--- config.mk ---
export PLATFORM = sky130hd
export DESIGN_NAME = infix_expression_evaluator
export DESIGN_NICKNAME = d
export VERILOG_FILES = /design/src/sv/ieval_pkg.sv /design/src/sv/ieval_ram.sv /design/src/sv/ieval_alu.sv /design/src/sv/ieval_datapath.sv /design/src/sv/ieval_ctrl.sv /design/src/sv/infix_expression_evaluator.sv
export SDC_FILE = /design/constraint.sdc
export NUM_CORES = 2
export LEC_CHECK = 0
export BUFFER_PORTS_ARGS = -buffer_cell sky130_fd_sc_hd__buf_2
export CORE_MARGIN = 4
export CORE_UTILIZATION = 36
export CTS_BUF_LIST = sky130_fd_sc_hd__clkbuf_8
export DETAILED_ROUTE_END_ITERATION = 16
export PLACE_DENSITY = 0.53
export SLEW_MARGIN = 25
export SYNTH_ARGS = -nofsm -noshare
export SYNTH_HDL_FRONTEND = slang
export SYNTH_SLANG_ARGS = --single-unit
--- constraint.sdc ---
create_clock -name clk_i -period 17.72 [get_ports clk_i]
set_clock_uncertainty 0.2 [all_clocks]
set_input_delay 2.658 -clock clk_i [delete_from_list [all_inputs] [get_ports clk_i]]
set_output_delay 2.658 -clock clk_i [all_outputs]
set_load 0.02 [all_outputs]
--- src/sv/ieval_pkg.sv ---
`timescale 1ns / 1ps
`default_nettype none

package ieval_pkg;

  localparam int unsigned STACK_DEPTH_DEF = 128;
  localparam int unsigned VALUE_WIDTH_DEF = 16;
  localparam int unsigned RESULT_WIDTH    = 16;
  localparam int unsigned CHAR_WIDTH      = 8;

  localparam logic [CHAR_WIDTH-1:0] CHAR_HASH  = 8'h23;
  localparam logic [CHAR_WIDTH-1:0] CHAR_LPAR  = 8'h28;
  localparam logic [CHAR_WIDTH-1:0] CHAR_RPAR  = 8'h29;
  localparam logic [CHAR_WIDTH-1:0] CHAR_STAR  = 8'h2A;
  localparam logic [CHAR_WIDTH-1:0] CHAR_PLUS  = 8'h2B;
  localparam logic [CHAR_WIDTH-1:0] CHAR_MINUS = 8'h2D;
  localparam logic [CHAR_WIDTH-1:0] CHAR_SLASH = 8'h2F;
  localparam logic [CHAR_WIDTH-1:0] CHAR_ZERO  = 8'd48;

  typedef enum logic [2:0] {
    OP_END  = 3'd0,
    OP_ADD  = 3'd1,
    OP_SUB  = 3'd2,
    OP_MUL  = 3'd3,
    OP_DIV  = 3'd4,
    OP_LPAR = 3'd5
  } op_e;

  typedef enum logic [2:0] {
    ST_OK    = 3'd0,
    ST_UNDER = 3'd1,
    ST_OVER  = 3'd2,
    ST_DIVZ  = 3'd3,
    ST_PAREN = 3'd4
  } status_e;

  typedef enum logic [2:0] {
    CH_NUM,
    CH_END,
    CH_LPAR,
    CH_RPAR,
    CH_ADD,
    CH_SUB,
    CH_MUL,
    CH_DIV
  } chr_cls_e;

  typedef enum logic [2:0] {
    S_IDLE,
    S_DECODE,
    S_RED_CHECK,
    S_RED_A,
    S_RED_WAIT,
    S_EMIT
  } state_e;

  typedef struct packed {
    logic    load_char;
    logic    push_num;
    logic    push_op;
    op_e     push_code;
    logic    pop_op;
    logic    latch_err;
    status_e err_code;
    logic    red_arith;
    logic    alu_start;
    logic    red_alu;
    logic    emit;
  } ieval_cmd_t;

  typedef struct packed {
    chr_cls_e cls;
    op_e      op_top;
    op_e      red_op;
    logic     opnd_lt2;
    logic     err_set;
    logic     b_zero;
    logic     alu_done;
    logic     out_free;
  } ieval_stat_t;

  function automatic chr_cls_e classify(input logic [CHAR_WIDTH-1:0] c);
    chr_cls_e r;
    case (c)
      CHAR_HASH:  r = CH_END;
      CHAR_LPAR:  r = CH_LPAR;
      CHAR_RPAR:  r = CH_RPAR;
      CHAR_PLUS:  r = CH_ADD;
      CHAR_MINUS: r = CH_SUB;
      CHAR_STAR:  r = CH_MUL;
      CHAR_SLASH: r = CH_DIV;
      default:    r = CH_NUM;
    endcase
    return r;
  endfunction

endpackage

`default_nettype wire

--- src/sv/ieval_ram.sv ---
`timescale 1ns / 1ps
`default_nettype none

module ieval_ram #(
  parameter int unsigned WIDTH = 16,
  parameter int unsigned DEPTH = 128
) (
  input  wire logic                     clk_i,
  input  wire logic                     we_i,
  input  wire logic [$clog2(DEPTH)-1:0] waddr_i,
  input  wire logic [WIDTH-1:0]         wdata_i,
  input  wire logic [$clog2(DEPTH)-1:0] raddr_i,
  output      logic [WIDTH-1:0]         rdata_o
);

  logic [WIDTH-1:0] mem [DEPTH];

  always_ff @(posedge clk_i) begin
    if (we_i) begin
      mem[waddr_i] <= wdata_i;
    end
    rdata_o <= mem[raddr_i];
  end

endmodule

`default_nettype wire

--- src/sv/ieval_alu.sv ---
`timescale 1ns / 1ps
`default_nettype none

module ieval_alu #(
  parameter int unsigned WIDTH = 16
) (
  input  wire logic             clk_i,
  input  wire logic             rst_ni,
  input  wire logic             start_i,
  input  wire logic             is_div_i,
  input  wire logic [WIDTH-1:0] a_i,
  input  wire logic [WIDTH-1:0] b_i,
  output      logic [WIDTH-1:0] res_o,
  output      logic             done_o
);

  localparam int unsigned SW = $clog2(WIDTH + 1);
  localparam logic [SW-1:0] STEPS = SW'(WIDTH);
  localparam logic [SW-1:0] LAST  = SW'(1);

  logic             busy_q, busy_d;
  logic             done_q, done_d;
  logic [SW-1:0]    cnt_q, cnt_d;
  logic             is_div_q, is_div_d;
  logic             neg_q, neg_d;
  logic [WIDTH-1:0] x_q, x_d;
  logic [WIDTH-1:0] y_q, y_d;
  logic [WIDTH-1:0] r_q, r_d;

  logic [WIDTH:0]   rem_sh;
  logic [WIDTH:0]   diff;
  logic             ge;
  logic [WIDTH-1:0] mag_a;
  logic [WIDTH-1:0] mag_b;

  assign mag_a  = a_i[WIDTH-1] ? ('0 - a_i) : a_i;
  assign mag_b  = b_i[WIDTH-1] ? ('0 - b_i) : b_i;
  assign rem_sh = {r_q, x_q[WIDTH-1]};
  assign diff   = rem_sh - {1'b0, y_q};
  assign ge     = ~diff[WIDTH];

  always_comb begin
    busy_d   = busy_q;
    done_d   = 1'b0;
    cnt_d    = cnt_q;
    is_div_d = is_div_q;
    neg_d    = neg_q;
    x_d      = x_q;
    y_d      = y_q;
    r_d      = r_q;
    if (start_i) begin
      busy_d   = 1'b1;
      cnt_d    = STEPS;
      is_div_d = is_div_i;
      neg_d    = a_i[WIDTH-1] ^ b_i[WIDTH-1];
      r_d      = '0;
      if (is_div_i) begin
        x_d = mag_a;
        y_d = mag_b;
      end else begin
        x_d = a_i;
        y_d = b_i;
      end
    end else if (busy_q) begin
      cnt_d = cnt_q - LAST;
      if (cnt_q == LAST) begin
        busy_d = 1'b0;
        done_d = 1'b1;
      end
      if (is_div_q) begin
        r_d = ge ? diff[WIDTH-1:0] : rem_sh[WIDTH-1:0];
        x_d = {x_q[WIDTH-2:0], ge};
      end else begin
        r_d = y_q[0] ? (r_q + x_q) : r_q;
        x_d = {x_q[WIDTH-2:0], 1'b0};
        y_d = {1'b0, y_q[WIDTH-1:1]};
      end
    end
  end

  always_ff @(posedge clk_i or negedge rst_ni) begin
    if (!rst_ni) begin
      busy_q <= 1'b0;
      done_q <= 1'b0;
      cnt_q  <= '0;
    end else begin
      busy_q <= busy_d;
      done_q <= done_d;
      cnt_q  <= cnt_d;
    end
  end

  always_ff @(posedge clk_i) begin
    is_div_q <= is_div_d;
    neg_q    <= neg_d;
    x_q      <= x_d;
    y_q      <= y_d;
    r_q      <= r_d;
  end

  assign res_o  = is_div_q ? (neg_q ? ('0 - x_q) : x_q) : r_q;
  assign done_o = done_q;

endmodule

`default_nettype wire

--- src/sv/ieval_datapath.sv ---
`timescale 1ns / 1ps
`default_nettype none

module ieval_datapath import ieval_pkg::*; #(
  parameter int unsigned STACK_DEPTH = STACK_DEPTH_DEF,
  parameter int unsigned VALUE_WIDTH = VALUE_WIDTH_DEF
) (
  input  wire logic                    clk_i,
  input  wire logic                    rst_ni,
  input  wire logic [CHAR_WIDTH-1:0]   char_in_i,
  input  wire ieval_cmd_t              cmd_i,
  output      ieval_stat_t             stat_o,
  input  wire logic                    out_ready_i,
  output      logic                    out_valid_o,
  output      logic [RESULT_WIDTH-1:0] result_value_o,
  output      logic [2:0]              status_o
);

  localparam int unsigned AW = $clog2(STACK_DEPTH);
  localparam int unsigned CW = $clog2(STACK_DEPTH + 1);
  localparam int unsigned VW = VALUE_WIDTH;
  localparam int unsigned RW = RESULT_WIDTH;
  localparam logic [CW-1:0] DEPTH_C = CW'(STACK_DEPTH);
  localparam logic [CW-1:0] ONE_C   = CW'(1);
  localparam logic [CW-1:0] TWO_C   = CW'(2);

  logic [CHAR_WIDTH-1:0] char_q;
  logic [CW-1:0]         op_cnt_q, op_cnt_d;
  op_e                   op_top_q, op_top_d;
  logic                  op_load_q;
  op_e                   red_op_q;
  logic [CW-1:0]         opnd_cnt_q, opnd_cnt_d;
  logic [VW-1:0]         top_val_q, top_val_d;
  status_e               err_q, err_d;
  logic                  out_valid_q, out_valid_d;
  logic [RW-1:0]         out_val_q;
  status_e               out_st_q;

  op_e           op_top;
  logic [2:0]    op_rdata;
  logic          op_full;
  logic          op_push_ok;
  logic [CW-1:0] op_rd_idx;
  logic [VW-1:0] opnd_rdata;
  logic          opnd_full;
  logic          num_push_ok;
  logic          red_wr;
  logic [CW-1:0] opnd_rd_idx;
  logic [AW-1:0] opnd_waddr;
  logic [VW-1:0] opnd_wdata;
  logic [VW-1:0] num_val;
  logic [VW-1:0] arith_res;
  logic [VW-1:0] alu_res;
  logic          alu_done;
  logic [VW-1:0] red_val;
  logic          set_en;
  status_e       set_code;
  status_e       fin_st;
  logic [VW-1:0] fin_val;
  logic [VW+RW-1:0] fin_ext;

  assign op_full     = op_cnt_q >= DEPTH_C;
  assign opnd_full   = opnd_cnt_q >= DEPTH_C;
  assign op_push_ok  = cmd_i.push_op && !op_full;
  assign num_push_ok = cmd_i.push_num && !opnd_full;
  assign red_wr      = cmd_i.red_arith || cmd_i.red_alu;
  assign op_rd_idx   = op_cnt_q - TWO_C;
  assign opnd_rd_idx = opnd_cnt_q - TWO_C;

  assign op_top = op_load_q ? ((op_cnt_q == ONE_C) ? OP_END : op_e'(op_rdata)) : op_top_q;

  ieval_ram #(
    .WIDTH(3),
    .DEPTH(STACK_DEPTH)
  ) u_op_ram (
    .clk_i  (clk_i),
    .we_i   (op_push_ok),
    .waddr_i(op_cnt_q[AW-1:0]),
    .wdata_i(cmd_i.push_code),
    .raddr_i(op_rd_idx[AW-1:0]),
    .rdata_o(op_rdata)
  );

  assign num_val    = VW'(char_q) - VW'(CHAR_ZERO);
  assign opnd_waddr = cmd_i.push_num ? opnd_cnt_q[AW-1:0] : opnd_rd_idx[AW-1:0];
  assign opnd_wdata = cmd_i.push_num ? num_val : red_val;

  ieval_ram #(
    .WIDTH(VW),
    .DEPTH(STACK_DEPTH)
  ) u_opnd_ram (
    .clk_i  (clk_i),
    .we_i   (num_push_ok || red_wr),
    .waddr_i(opnd_waddr),
    .wdata_i(opnd_wdata),
    .raddr_i(opnd_rd_idx[AW-1:0]),
    .rdata_o(opnd_rdata)
  );

  ieval_alu #(
    .WIDTH(VW)
  ) u_alu (
    .clk_i   (clk_i),
    .rst_ni  (rst_ni),
    .start_i (cmd_i.alu_start),
    .is_div_i(red_op_q == OP_DIV),
    .a_i     (opnd_rdata),
    .b_i     (top_val_q),
    .res_o   (alu_res),
    .done_o  (alu_done)
  );

  always_comb begin
    case (red_op_q)
      OP_ADD:  arith_res = opnd_rdata + top_val_q;
      OP_SUB:  arith_res = opnd_rdata - top_val_q;
      default: arith_res = '0;
    endcase
  end

  assign red_val = cmd_i.red_alu ? alu_res : arith_res;

  always_comb begin
    if (err_q != ST_OK) begin
      fin_st = err_q;
    end else if (op_top == OP_LPAR) begin
      fin_st = ST_PAREN;
    end else if (opnd_cnt_q == '0) begin
      fin_st = ST_UNDER;
    end else begin
      fin_st = ST_OK;
    end
  end

  assign fin_val = (fin_st == ST_OK) ? top_val_q : '0;
  assign fin_ext = {{RW{1'b0}}, fin_val};

  always_comb begin
    set_en   = 1'b0;
    set_code = ST_OK;
    if (cmd_i.latch_err) begin
      set_en   = 1'b1;
      set_code = cmd_i.err_code;
    end else if ((cmd_i.push_op && op_full) || (cmd_i.push_num && opnd_full)) begin
      set_en   = 1'b1;
      set_code = ST_OVER;
    end
  end

  always_comb begin
    op_cnt_d    = op_cnt_q;
    op_top_d    = op_load_q ? op_top : op_top_q;
    opnd_cnt_d  = opnd_cnt_q;
    top_val_d   = top_val_q;
    err_d       = err_q;
    out_valid_d = out_valid_q && !out_ready_i;
    if (cmd_i.emit) begin
      op_cnt_d    = ONE_C;
      op_top_d    = OP_END;
      opnd_cnt_d  = '0;
      err_d       = ST_OK;
      out_valid_d = 1'b1;
    end else begin
      if (op_push_ok) begin
        op_cnt_d = op_cnt_q + ONE_C;
        op_top_d = cmd_i.push_code;
      end else if (cmd_i.pop_op) begin
        op_cnt_d = op_cnt_q - ONE_C;
      end
      if (num_push_ok) begin
        opnd_cnt_d = opnd_cnt_q + ONE_C;
        top_val_d  = num_val;
      end else if (red_wr) begin
        opnd_cnt_d = opnd_cnt_q - ONE_C;
        top_val_d  = red_val;
      end
      if (set_en && err_q == ST_OK) begin
        err_d = set_code;
      end
    end
  end

  always_ff @(posedge clk_i or negedge rst_ni) begin
    if (!rst_ni) begin
      op_cnt_q    <= ONE_C;
      op_top_q    <= OP_END;
      op_load_q   <= 1'b0;
      opnd_cnt_q  <= '0;
      err_q       <= ST_OK;
      out_valid_q <= 1'b0;
    end else begin
      op_cnt_q    <= op_cnt_d;
      op_top_q    <= op_top_d;
      op_load_q   <= cmd_i.pop_op && !cmd_i.emit;
      opnd_cnt_q  <= opnd_cnt_d;
      err_q       <= err_d;
      out_valid_q <= out_valid_d;
    end
  end

  always_ff @(posedge clk_i) begin
    top_val_q <= top_val_d;
    if (cmd_i.load_char) begin
      char_q <= char_in_i;
    end
    if (cmd_i.pop_op) begin
      red_op_q <= op_top;
    end
    if (cmd_i.emit) begin
      out_val_q <= fin_ext[RW-1:0];
      out_st_q  <= fin_st;
    end
  end

  assign stat_o.cls      = classify(char_q);
  assign stat_o.op_top   = op_top;
  assign stat_o.red_op   = red_op_q;
  assign stat_o.opnd_lt2 = opnd_cnt_q < TWO_C;
  assign stat_o.err_set  = err_q != ST_OK;
  assign stat_o.b_zero   = top_val_q == '0;
  assign stat_o.alu_done = alu_done;
  assign stat_o.out_free = !out_valid_q || out_ready_i;

  assign out_valid_o    = out_valid_q;
  assign result_value_o = out_val_q;
  assign status_o       = out_st_q;

  a_op_cnt_nonzero: assert property (@(posedge clk_i) disable iff (!rst_ni)
    op_cnt_q != '0)
    else $error("Operator stack lost its end marker.");

  a_cnt_bounded: assert property (@(posedge clk_i) disable iff (!rst_ni)
    (op_cnt_q <= DEPTH_C) && (opnd_cnt_q <= DEPTH_C))
    else $error("Stack count exceeds the stack depth.");

  a_err_sticky: assert property (@(posedge clk_i) disable iff (!rst_ni)
    (err_q != ST_OK && !cmd_i.emit) |=> (err_q == $past(err_q)))
    else $error("A latched error changed before the expression ended.");

  a_emit_clears: assert property (@(posedge clk_i) disable iff (!rst_ni)
    cmd_i.emit |=> (opnd_cnt_q == '0 && op_cnt_q == ONE_C && err_q == ST_OK && out_valid_q))
    else $error("Finishing an expression did not restore the empty state.");

endmodule

`default_nettype wire

--- src/sv/ieval_ctrl.sv ---
`timescale 1ns / 1ps
`default_nettype none

module ieval_ctrl import ieval_pkg::*; (
  input  wire logic        clk_i,
  input  wire logic        rst_ni,
  input  wire logic        in_valid_i,
  output      logic        in_ready_o,
  input  wire ieval_stat_t stat_i,
  output      ieval_cmd_t  cmd_o
);

  state_e state_q, state_d;

  logic top_arith;
  logic top_muldiv;
  logic cls_muldiv;
  logic red_go;

  assign top_muldiv = (stat_i.op_top == OP_MUL) || (stat_i.op_top == OP_DIV);
  assign top_arith  = top_muldiv || (stat_i.op_top == OP_ADD) || (stat_i.op_top == OP_SUB);
  assign cls_muldiv = (stat_i.cls == CH_MUL) || (stat_i.cls == CH_DIV);
  assign red_go     = !stat_i.err_set && (cls_muldiv ? top_muldiv : top_arith);

  always_ff @(posedge clk_i or negedge rst_ni) begin
    if (!rst_ni) begin
      state_q <= S_IDLE;
    end else begin
      state_q <= state_d;
    end
  end

  always_comb begin
    state_d         = state_q;
    cmd_o           = '0;
    cmd_o.push_code = OP_END;
    cmd_o.err_code  = ST_OK;
    in_ready_o      = 1'b0;
    case (state_q)
      S_IDLE: begin
        in_ready_o      = 1'b1;
        cmd_o.load_char = in_valid_i;
        if (in_valid_i) begin
          state_d = S_DECODE;
        end
      end
      S_DECODE: begin
        if (stat_i.cls == CH_END) begin
          state_d = S_RED_CHECK;
        end else if (stat_i.err_set) begin
          state_d = S_IDLE;
        end else begin
          case (stat_i.cls)
            CH_LPAR: begin
              cmd_o.push_op   = 1'b1;
              cmd_o.push_code = OP_LPAR;
              state_d         = S_IDLE;
            end
            CH_NUM: begin
              cmd_o.push_num = 1'b1;
              state_d        = S_IDLE;
            end
            default: begin
              state_d = S_RED_CHECK;
            end
          endcase
        end
      end
      S_RED_CHECK: begin
        if (red_go) begin
          cmd_o.pop_op = 1'b1;
          if (stat_i.opnd_lt2) begin
            cmd_o.latch_err = 1'b1;
            cmd_o.err_code  = ST_UNDER;
          end else begin
            state_d = S_RED_A;
          end
        end else begin
          state_d = S_IDLE;
          case (stat_i.cls)
            CH_END: begin
              state_d = S_EMIT;
            end
            CH_RPAR: begin
              if (!stat_i.err_set) begin
                if (stat_i.op_top == OP_LPAR) begin
                  cmd_o.pop_op = 1'b1;
                end else begin
                  cmd_o.latch_err = 1'b1;
                  cmd_o.err_code  = ST_PAREN;
                end
              end
            end
            CH_ADD: begin
              cmd_o.push_op   = !stat_i.err_set;
              cmd_o.push_code = OP_ADD;
            end
            CH_SUB: begin
              cmd_o.push_op   = !stat_i.err_set;
              cmd_o.push_code = OP_SUB;
            end
            CH_MUL: begin
              cmd_o.push_op   = !stat_i.err_set;
              cmd_o.push_code = OP_MUL;
            end
            CH_DIV: begin
              cmd_o.push_op   = !stat_i.err_set;
              cmd_o.push_code = OP_DIV;
            end
            default: begin
              state_d = S_IDLE;
            end
          endcase
        end
      end
      S_RED_A: begin
        if (stat_i.red_op == OP_MUL ||
            (stat_i.red_op == OP_DIV && !stat_i.b_zero)) begin
          cmd_o.alu_start = 1'b1;
          state_d         = S_RED_WAIT;
        end else begin
          cmd_o.red_arith = 1'b1;
          if (stat_i.red_op == OP_DIV) begin
            cmd_o.latch_err = 1'b1;
            cmd_o.err_code  = ST_DIVZ;
          end
          state_d = S_RED_CHECK;
        end
      end
      S_RED_WAIT: begin
        if (stat_i.alu_done) begin
          cmd_o.red_alu = 1'b1;
          state_d       = S_RED_CHECK;
        end
      end
      S_EMIT: begin
        if (stat_i.out_free) begin
          cmd_o.emit = 1'b1;
          state_d    = S_IDLE;
        end
      end
      default: begin
        state_d = S_IDLE;
      end
    endcase
  end

endmodule

`default_nettype wire

--- src/sv/infix_expression_evaluator.sv ---
// An operand byte or '(' is pushed directly; an operator byte or ')' first runs its reductions.
// A reduction by + or -, or by / with a zero divisor, is done directly; an underflow latches an error;
// any other by * or / goes through the shared bit-serial multiply and divide unit.
// With an error latched, any byte but '#' is dropped. A '#' runs any reductions and then emits the result.
// A result is valid the cycle after it is emitted and waits in its own register; the next '#' waits for it.
// Reset is asynchronous and active low; it empties both stacks and clears any latched error.
`timescale 1ns / 1ps
`default_nettype none

module infix_expression_evaluator import ieval_pkg::*; #(
  parameter int unsigned STACK_DEPTH = STACK_DEPTH_DEF,
  parameter int unsigned VALUE_WIDTH = VALUE_WIDTH_DEF
) (
  input  wire logic                           clk_i,
  input  wire logic                           rst_ni,
  input  wire logic                           in_valid_i,
  output      logic                           in_ready_o,
  input  wire logic [CHAR_WIDTH-1:0]          char_in_i,
  output      logic                           out_valid_o,
  input  wire logic                           out_ready_i,
  output      logic signed [RESULT_WIDTH-1:0] result_value_o,
  output      logic [2:0]                     status_o
);

  ieval_cmd_t  cmd;
  ieval_stat_t stat;

  ieval_ctrl u_ctrl (
    .clk_i     (clk_i),
    .rst_ni    (rst_ni),
    .in_valid_i(in_valid_i),
    .in_ready_o(in_ready_o),
    .stat_i    (stat),
    .cmd_o     (cmd)
  );

  ieval_datapath #(
    .STACK_DEPTH(STACK_DEPTH),
    .VALUE_WIDTH(VALUE_WIDTH)
  ) u_datapath (
    .clk_i         (clk_i),
    .rst_ni        (rst_ni),
    .char_in_i     (char_in_i),
    .cmd_i         (cmd),
    .stat_o        (stat),
    .out_ready_i   (out_ready_i),
    .out_valid_o   (out_valid_o),
    .result_value_o(result_value_o),
    .status_o      (status_o)
  );

endmodule

`default_nettype wire
# Word level (Yosys, flattened, before mapping)
# Memory sizes are Yosys's and may differ from the RTL's. A register that Yosys moved wholly into a read port is not among the register bits.
# Cells that the tools add are included.
word_totals:
  ff_bits: 130
  ram_bits: 2432
  input_bits: 12
  elab_cells: 215
  memories: 2
memory_table:
  columns: ["name", "words", "width", "rd", "rd_clocked_by_memory_dff", "write_ports", "line", "source"]
  rows:
  - ["u_datapath.u_opnd_ram.mem", 128, 16, 1, 1, 1, "ieval_ram.sv:16", "logic [WIDTH-1:0] mem [DEPTH];"]
  - ["u_datapath.u_op_ram.mem", 128, 3, 1, 1, 1, "ieval_ram.sv:16", null]
classes:
  addsub: 15
  order_cmp: 3
  eq_ne: 35
  mux: 93
  bitwise_logic: 3
  n_reduce_logical: 44
op_table:
  columns: ["operator", "n"]
  rows:
  - ["2-to-1 mux 16 bit", 18]
  - ["equality test 8 x 6 -> 1 bit (second input constant)", 7]
  - ["2-to-1 mux 3 bit", 18]
  - ["2-to-1 mux 8 bit", 6]
  - ["subtractor 1 x 16 -> 16 bit (first input constant)", 3]
  - ["2-to-1 mux 5 bit", 8]
  - ["adder 16 bit", 2]
  - ["one-hot mux 16 bit (2 select lines)", 1]
  - ["equality test 3 bit (second input constant)", 9]
  - ["2-to-1 mux 1 bit", 27]
  - ["equality test 3 x 2 -> 1 bit (second input constant)", 8]
  - ["one-hot mux 3 bit (7 select lines)", 1]
  - ["2-to-1 mux 4 bit", 5]
  - ["one-hot mux 3 bit (6 select lines)", 1]
  - ["subtractor 17 x 16 -> 17 bit", 1]
  - ["adder 8 x 1 -> 8 bit (second input constant)", 2]
  - [">= comparator 8 bit (second input constant)", 2]
  - ["zero test 16 bit", 1]
  - ["one-hot mux 4 bit (2 select lines)", 2]
  - ["one-hot mux 4 bit (4 select lines)", 1]
  - ["subtractor 16 bit", 1]
  - ["subtractor 8 x 1 -> 8 bit (second input constant)", 2]
  - ["subtractor 7 x 2 -> 7 bit (second input constant)", 2]
  - ["equality test 3 x 1 -> 1 bit (second input constant)", 4]
  - ["other kinds (22)", 61]

# Logic depth before layout (Yosys ltp)
logic_depth:
  ltp_word: 18
  mapped_depth: 16
  ltp_nobuf: 16

# Modules after synthesis
# A second synthesis with hierarchy kept.
hier_totals:
  hier_cells: 5043
  area_unflattened_um2: 104542.8
modules_own_cells:
  columns: ["mod", "instances", "cells_each", "area_each_um2"]
  rows:
  - ["ieval_ram at u_datapath.u_opnd_ram", 1, 3086, 78522.8]
  - ["ieval_ram at u_datapath.u_op_ram", 1, 728, 15353.5]
  - ["ieval_alu", 1, 635, 5180.0]
  - ["ieval_datapath", 1, 525, 4994.8]
  - ["ieval_ctrl", 1, 69, 491.7]

# Worst setup path after synthesis
# Ideal clock, no wire load.
synth_path:
  path_kind: "register -> register"
  startpoint: "reg u_datapath.top_val_q[0]"
  endpoint: "mem u_datapath.u_opnd_ram.mem[0][15] (data pin)"
  setup_time_ns: 1.795
  arrival_time_ns: 11.289
  required_time_ns: 15.725
  path_slack_ns: 4.436
  stages_incl_launch_ff: 17
  period_less_slack_ns: 13.284
  cell_sequence: "edfxtp_1 -> nor3_1 -> nor3b_1 -> nor3b_1 -> nor3b_1 -> and2_1 -> nor2_1 -> xnor2_1 -> ha_1 -> o21ai_0 -> nand2b_1 -> and2_1 -> o21ai_0 -> o211ai_1 -> a21oi_1 -> xnor2_1 -> o311ai_0"
synth_via:
  elab_chain_cells: 4
synth_rtl:
  columns: ["item", "line", "source"]
  rows:
  - ["start: declaration", "ieval_datapath.sv:33", "logic [VW-1:0] top_val_q, top_val_d;"]
  - ["start signal: assignment", "ieval_datapath.sv:202", "top_val_q <= top_val_d;"]
  - ["subtractor 16 bit / adder 16 bit (equally long branches)", "ieval_datapath.sv:116, ieval_datapath.sv:115", null]
  - ["one-hot mux 16 bit (2 select lines) *", "ieval_datapath.sv:114", "case (red_op_q)"]
  - ["2-to-1 mux 16 bit *", "ieval_datapath.sv:121", "assign red_val = cmd_i.red_alu ? alu_res : arith_res;"]
  - ["2-to-1 mux 16 bit *", "ieval_datapath.sv:86", "assign opnd_wdata = cmd_i.push_num ? num_val : red_val;"]
  - ["via u_datapath.opnd_wdata[15]", "ieval_datapath.sv:50", "logic [VW-1:0] opnd_wdata;"]
  - ["end: declaration", "ieval_ram.sv:16", null]
# The timed path passes the listed nets; every way through them passes the cells marked *.

# Worst setup path in the final report
layout_path:
  startpoint: "reg u_datapath.opnd_cnt_q[0]"
  endpoint: "reg u_datapath.u_opnd_ram.rdata_o[11] (read register of u_datapath.u_opnd_ram.mem)"
layout_via:
  elab_chain_cells: 1
layout_rtl:
  columns: ["item", "line", "source"]
  rows:
  - ["start: declaration", "ieval_datapath.sv:32", "logic [CW-1:0] opnd_cnt_q, opnd_cnt_d;"]
  - ["start signal: assignment", "ieval_datapath.sv:195", "opnd_cnt_q <= opnd_cnt_d;"]
  - ["subtractor 7 x 2 -> 7 bit", "ieval_datapath.sv:68", "assign opnd_rd_idx = opnd_cnt_q - TWO_C;"]
  - ["end: declaration", "ieval_ram.sv:13", "output logic [WIDTH-1:0] rdata_o"]
# No other way between the ends.
# A chain may end at the register's enable or synchronous reset.

==> summary.md <==
| Metric | Value |
|---|---|
| Worst Path Class, Setup | reg2reg |
| Final min period | roughly 6.4 ns |
| Avg Vias per Cell | between 5 and 6 |
| Overflow after GRT | 0 |
| Worst path arrival time | a little over 7 ns |
| Layer with the highest usage after global routing | met2 |
| Share of async-settable or async-resettable flops after synthesis | 0.0132 |
| Setup repair after global routing missed its margin | false |
| Wire length of the first global-routing pass | 394,000 µm |
| H-tree lvl count | 5 |
| Number of non-filler instances in the completed layout | 9,582 |
| Detailed placement HPWL | between 150,000 and 200,000 µm |
| Top FF cell, synth | sky130_fd_sc_hd__edfxtp_1 |
| Via count of the first global-routing pass | ~54,000 |
| Post-route setup TNS | 0 ns |
| Path category of the worst min-delay check | reg2reg |
| Synth Area per Inst | 20.5 µm² |
| Cts-stage hold buffer count | 0 |
| Worst rel slew slack | 0.275 |
| Crit-path cells | buf_4, buf_4, buf_4, buf_12, mux4_2, mux4_2, mux4_2, nand2_1, nand2_1 |
| Total routing resource utilization after global routing | 0.180 |
| Number of clock sinks | roughly 2,600 |
| Hold EP | u_datapath.status_o[1] |
| Leak Pwr | approximately 0.032 µW |
| Die span in y | approximately 550 µm |
| Worst R2R Start | u_datapath.opnd_cnt_q[0] |
| Hold violation count in the final report | 0 |
| Cell at the root of the clock tree | sky130_fd_sc_hd__clkbuf_8 |
| Share of the clock period used by the worst path | 0.362 |
| Standard-cell rows | just under 200 |
| Clock slew at the register clock pins of the worst setup and hold paths | around 0.060 ns |
| Top Ports | 33 |
| Worst slew pin tran | 1.08 ns |
| Power Dens Cells | approximately 97 nW/µm² |
| Relative area change from synthesis to final layout | 13.4% |
| Number of antenna violations at the first check in global routing | 6 |
| CP max FO | 94 |
| CTS tree | done |
| Netlist area before placement | approximately 100,000 µm² |
| Register-to-Register Setup Slack | approximately 11 ns |
| Origin of the worst min-delay path | u_datapath.err_q[1] |
| Number of gates resized after cts | 0 |
| Final core occ | 0.410 |
| Residual DRC | 0 |
| Endpoint of the most critical register-to-register path | u_datapath.u_opnd_ram.rdata_o[11] |
| Core Region | roughly 290,000 µm² |
| Power after layout | approximately 11,000 µW |
| Die Area | between 200,000 and 300,000 µm² |
| Seq cells post-synth | roughly 2,600 |
| Count of buffers from port buffering | 32 |
| Vias post-DR | 52,413 |
| Met1 global-route usage | 0.253 |
| Largest stage delay on the critical path | between 0.9 and 1 ns |
| Maximum clock frequency | 0.156 GHz |
| Number of pins with negative max-slew slack in the final report | 0 |
| Synth Instances | 5,075 |
| Final weighted congestion in routability-driven placement | a little over 0.8 |
| Worst-case clock buffer depth | 4 |
| Synth cell types | 77 |
| Syn. warnings | 0 |
| Initial Utilization | 0.362 |
| Final setup violating endpoints | 0 |
| Required arrival time at the worst endpoint | around 18 ns |
| Depth of the worst register-to-register path | 9 |
| Share of post-route cells with drive strength above 1 | 0.292 |
| DR iter-0 viols | about 5,300 |
| Die width | between 500 and 600 µm |
| Result of the run | complete, no violations |
| Pin count of the biggest net entering global routing | 126 |
| Number of enable flip-flop cells after synthesis | around 2,500 |
| Element type at the critical path start | flop |
| Max-cap violation count | 0 |
| GR met3 Demand/Resource | 0.0304 |
| Mean routed wirelength per cell | about 29 µm |
| Sequential fraction of the synthesis area | 0.739 |
| Total instance count after detailed placement | 8,827 |
| Met2 global-route usage | 0.292 |
| Critical path's slowest cell | sky130_fd_sc_hd__dfrtp_4 |
| Post-layout nets | between 5,000 and 6,000 |
| Kind of capture point of the worst setup path | flop |
| Postcts setup bufs | 0 |
| Num CTS Buffers | 420 |
| Count of antenna-violating nets left after detailed routing | 0 |
| Total Wirelength | 275,000 µm |
| Clock network latency to the later pin of the worst-skew pair | 1.00 ns |
| Initial DRT Pass Iterations | 5 |
| Fillers | about 25,000 |
| Post-synth net total | 5,160 |
| Worst IR drop on VDD | ~0.05 mV |
| Hold path depth | 0 |
==> Yosys cell counts (10+ instances only) <==
| cell | n | area share |
|---|---|---|
| sky130_fd_sc_hd__nor2b_1 | 15 | 0.00090 |
| sky130_fd_sc_hd__o211ai_1 | 14 | 0.0010 |
| sky130_fd_sc_hd__ha_1 | 69 | 0.0083 |
| sky130_fd_sc_hd__nor3b_1 | 11 | 0.00079 |
| sky130_fd_sc_hd__nand2b_1 | 20 | 0.0012 |
| sky130_fd_sc_hd__o31ai_1 | 13 | 0.00094 |
| sky130_fd_sc_hd__buf_1 | 58 | 0.0021 |
| sky130_fd_sc_hd__or3_1 | 23 | 0.0014 |
| sky130_fd_sc_hd__a21o_1 | 10 | 0.00072 |
| sky130_fd_sc_hd__clkbuf_1 | 167 | 0.0060 |
| sky130_fd_sc_hd__buf_2 | 37 | 0.0018 |
| sky130_fd_sc_hd__xnor2_1 | 63 | 0.0053 |
| sky130_fd_sc_hd__nand2_1 | 204 | 0.0074 |
| sky130_fd_sc_hd__edfxtp_1 | 2512 | 0.72 |
| sky130_fd_sc_hd__a211oi_1 | 18 | 0.0013 |
| sky130_fd_sc_hd__o21a_1 | 15 | 0.0011 |
| sky130_fd_sc_hd__dfrtp_1 | 33 | 0.0079 |
| sky130_fd_sc_hd__a21oi_1 | 80 | 0.0038 |
| sky130_fd_sc_hd__a31oi_1 | 11 | 0.00066 |
| sky130_fd_sc_hd__mux2i_1 | 29 | 0.0028 |
| sky130_fd_sc_hd__dfxtp_1 | 35 | 0.0067 |
| sky130_fd_sc_hd__mux2_2 | 10 | 0.0011 |
| sky130_fd_sc_hd__nor3_1 | 44 | 0.0021 |
| sky130_fd_sc_hd__inv_1 | 56 | 0.0020 |
| sky130_fd_sc_hd__and2_1 | 22 | 0.0013 |
| sky130_fd_sc_hd__xor2_1 | 50 | 0.0042 |
| sky130_fd_sc_hd__nand3_1 | 45 | 0.0022 |
| sky130_fd_sc_hd__nor2_1 | 373 | 0.013 |
| sky130_fd_sc_hd__o21ai_0 | 114 | 0.0055 |
| sky130_fd_sc_hd__mux4_2 | 792 | 0.17 |
==> per-layer routing <==
layer	up-vias	routed length [µm]	share of wire
li1	21853	-	-
met1	28283	118000	0.43
met2	1878	133000	0.48
met3	397	16900	0.062
met4	2	6430	0.023
met5	-	20	0.000073
==> logic make-up after synthesis <==
logic type / after synthesis / share of synthesized area
flip-flops: 2581 / 0.739
buffers and inverters: 325 / 0.0123
multiplexers: 831 / 0.175
AO/OA/AOI/OAI: 342 / 0.0205
adder cells (fa/ha/maj): 73 / 0.00906
AND/OR/NAND/NOR: 810 / 0.0346
XOR/XNOR: 113 / 0.00950
==> where the power goes <==
| part | internal (µW) | switching (µW) |
|---|---|---|
| clock | 2480 | 2350 |
| sequential | 6590 | 0.00000000000000936 |
| combinational | 0.954 | 2.91 |
| total | 9080 | 2350 |
==> worst max-delay path, delay by kind of cell, from the launching register on <==
kind / cells / cell delay (ns)
buf+inv: 4 / 3.00
mux: 3 / 1.75
flops: 1 / 0.95
simple gates: 2 / 0.17
==> registers in the layout, summed over array words and instances, names as in the netlist, 3 cells and up <==
register / count
u_datapath.opnd_cnt_q: 8
u_datapath.result_value_o: 16
u_datapath.u_alu.x_q: 16
u_ctrl.state_q: 3
u_datapath.top_val_q: 16
u_datapath.status_o: 3
u_datapath.u_alu.y_q: 16
u_datapath.op_top_q: 3
u_datapath.u_opnd_ram.mem: 2048
u_datapath.char_q: 8
u_datapath.u_opnd_ram.rdata_o: 16
u_datapath.u_op_ram.mem: 384
u_datapath.u_op_ram.rdata_o: 3
u_datapath.red_op_q: 3
u_datapath.u_alu.r_q: 16
u_datapath.u_alu.cnt_q: 5
u_datapath.err_q: 3
u_datapath.op_cnt_q: 8
==> area by class of cell <==
class / instances / area (µm²) / area share
Antenna cell: 6 / 15.0 / 0.000127
Clock buffer: 437 / 6010 / 0.0509
Clock inverter: 309 / 1690 / 0.0143
Inverter: 60 / 225 / 0.00191
Multi-Input combinational cell: 2169 / 26600 / 0.225
Sequential cell: 2581 / 77000 / 0.652
Tap cell: 3781 / 4730 / 0.0401
Timing Repair Buffer: 239 / 1880 / 0.0159
==> cell usage in the layout, fill, tap and decap left out, drive strengths merged, types with 13 or more instances in the layout <==
cell,n
inv,205
a21oi,80
o211ai,14
nor2b,15
clkinv,142
o21a,15
dfxtp,35
clkbuf,437
xnor2,63
a211oi,18
nand3,45
nor3,46
o21ai,114
bufinv,14
mux2i,29
nor3b,13
mux4,792
nor2,373
ha,69
nand2b,20
edfxtp,2512
nand2,204
xor2,50
or3,23
buf,239
dfrtp,33
and2,22
o31ai,13
==> stage by stage <==
stage          hold WS (ns)  setup slack (ns)  instance area, µm²
3_3_place_gp          0.301             11.03              110000
2_1_floorplan         0.277              4.44              104000
6_report              0.313             11.30              118000
3_5_place_dp          0.299             11.01              110000
5_1_grt               0.331             10.72              118000
4_1_cts               0.309             11.02              118000
==> worst max path at each step <==
stage,to,slack (ns),from,depth (start not counted)
2_1_floorplan,u_datapath.u_opnd_ram.mem[0][15],4.44,u_datapath.top_val_q[0],16
6_report,u_datapath.u_opnd_ram.rdata_o[11],11.30,u_datapath.opnd_cnt_q[0],9
3_3_place_gp,u_datapath.u_opnd_ram.rdata_o[5],11.03,u_datapath.opnd_cnt_q[0],9
5_1_grt,u_datapath.u_opnd_ram.rdata_o[11],10.72,u_datapath.opnd_cnt_q[0],9
3_5_place_dp,u_datapath.u_opnd_ram.rdata_o[11],11.01,u_datapath.opnd_cnt_q[0],9
4_1_cts,u_datapath.u_opnd_ram.rdata_o[11],11.02,u_datapath.opnd_cnt_q[0],9
No activity file was read; power rests on OpenSTA's default activity.
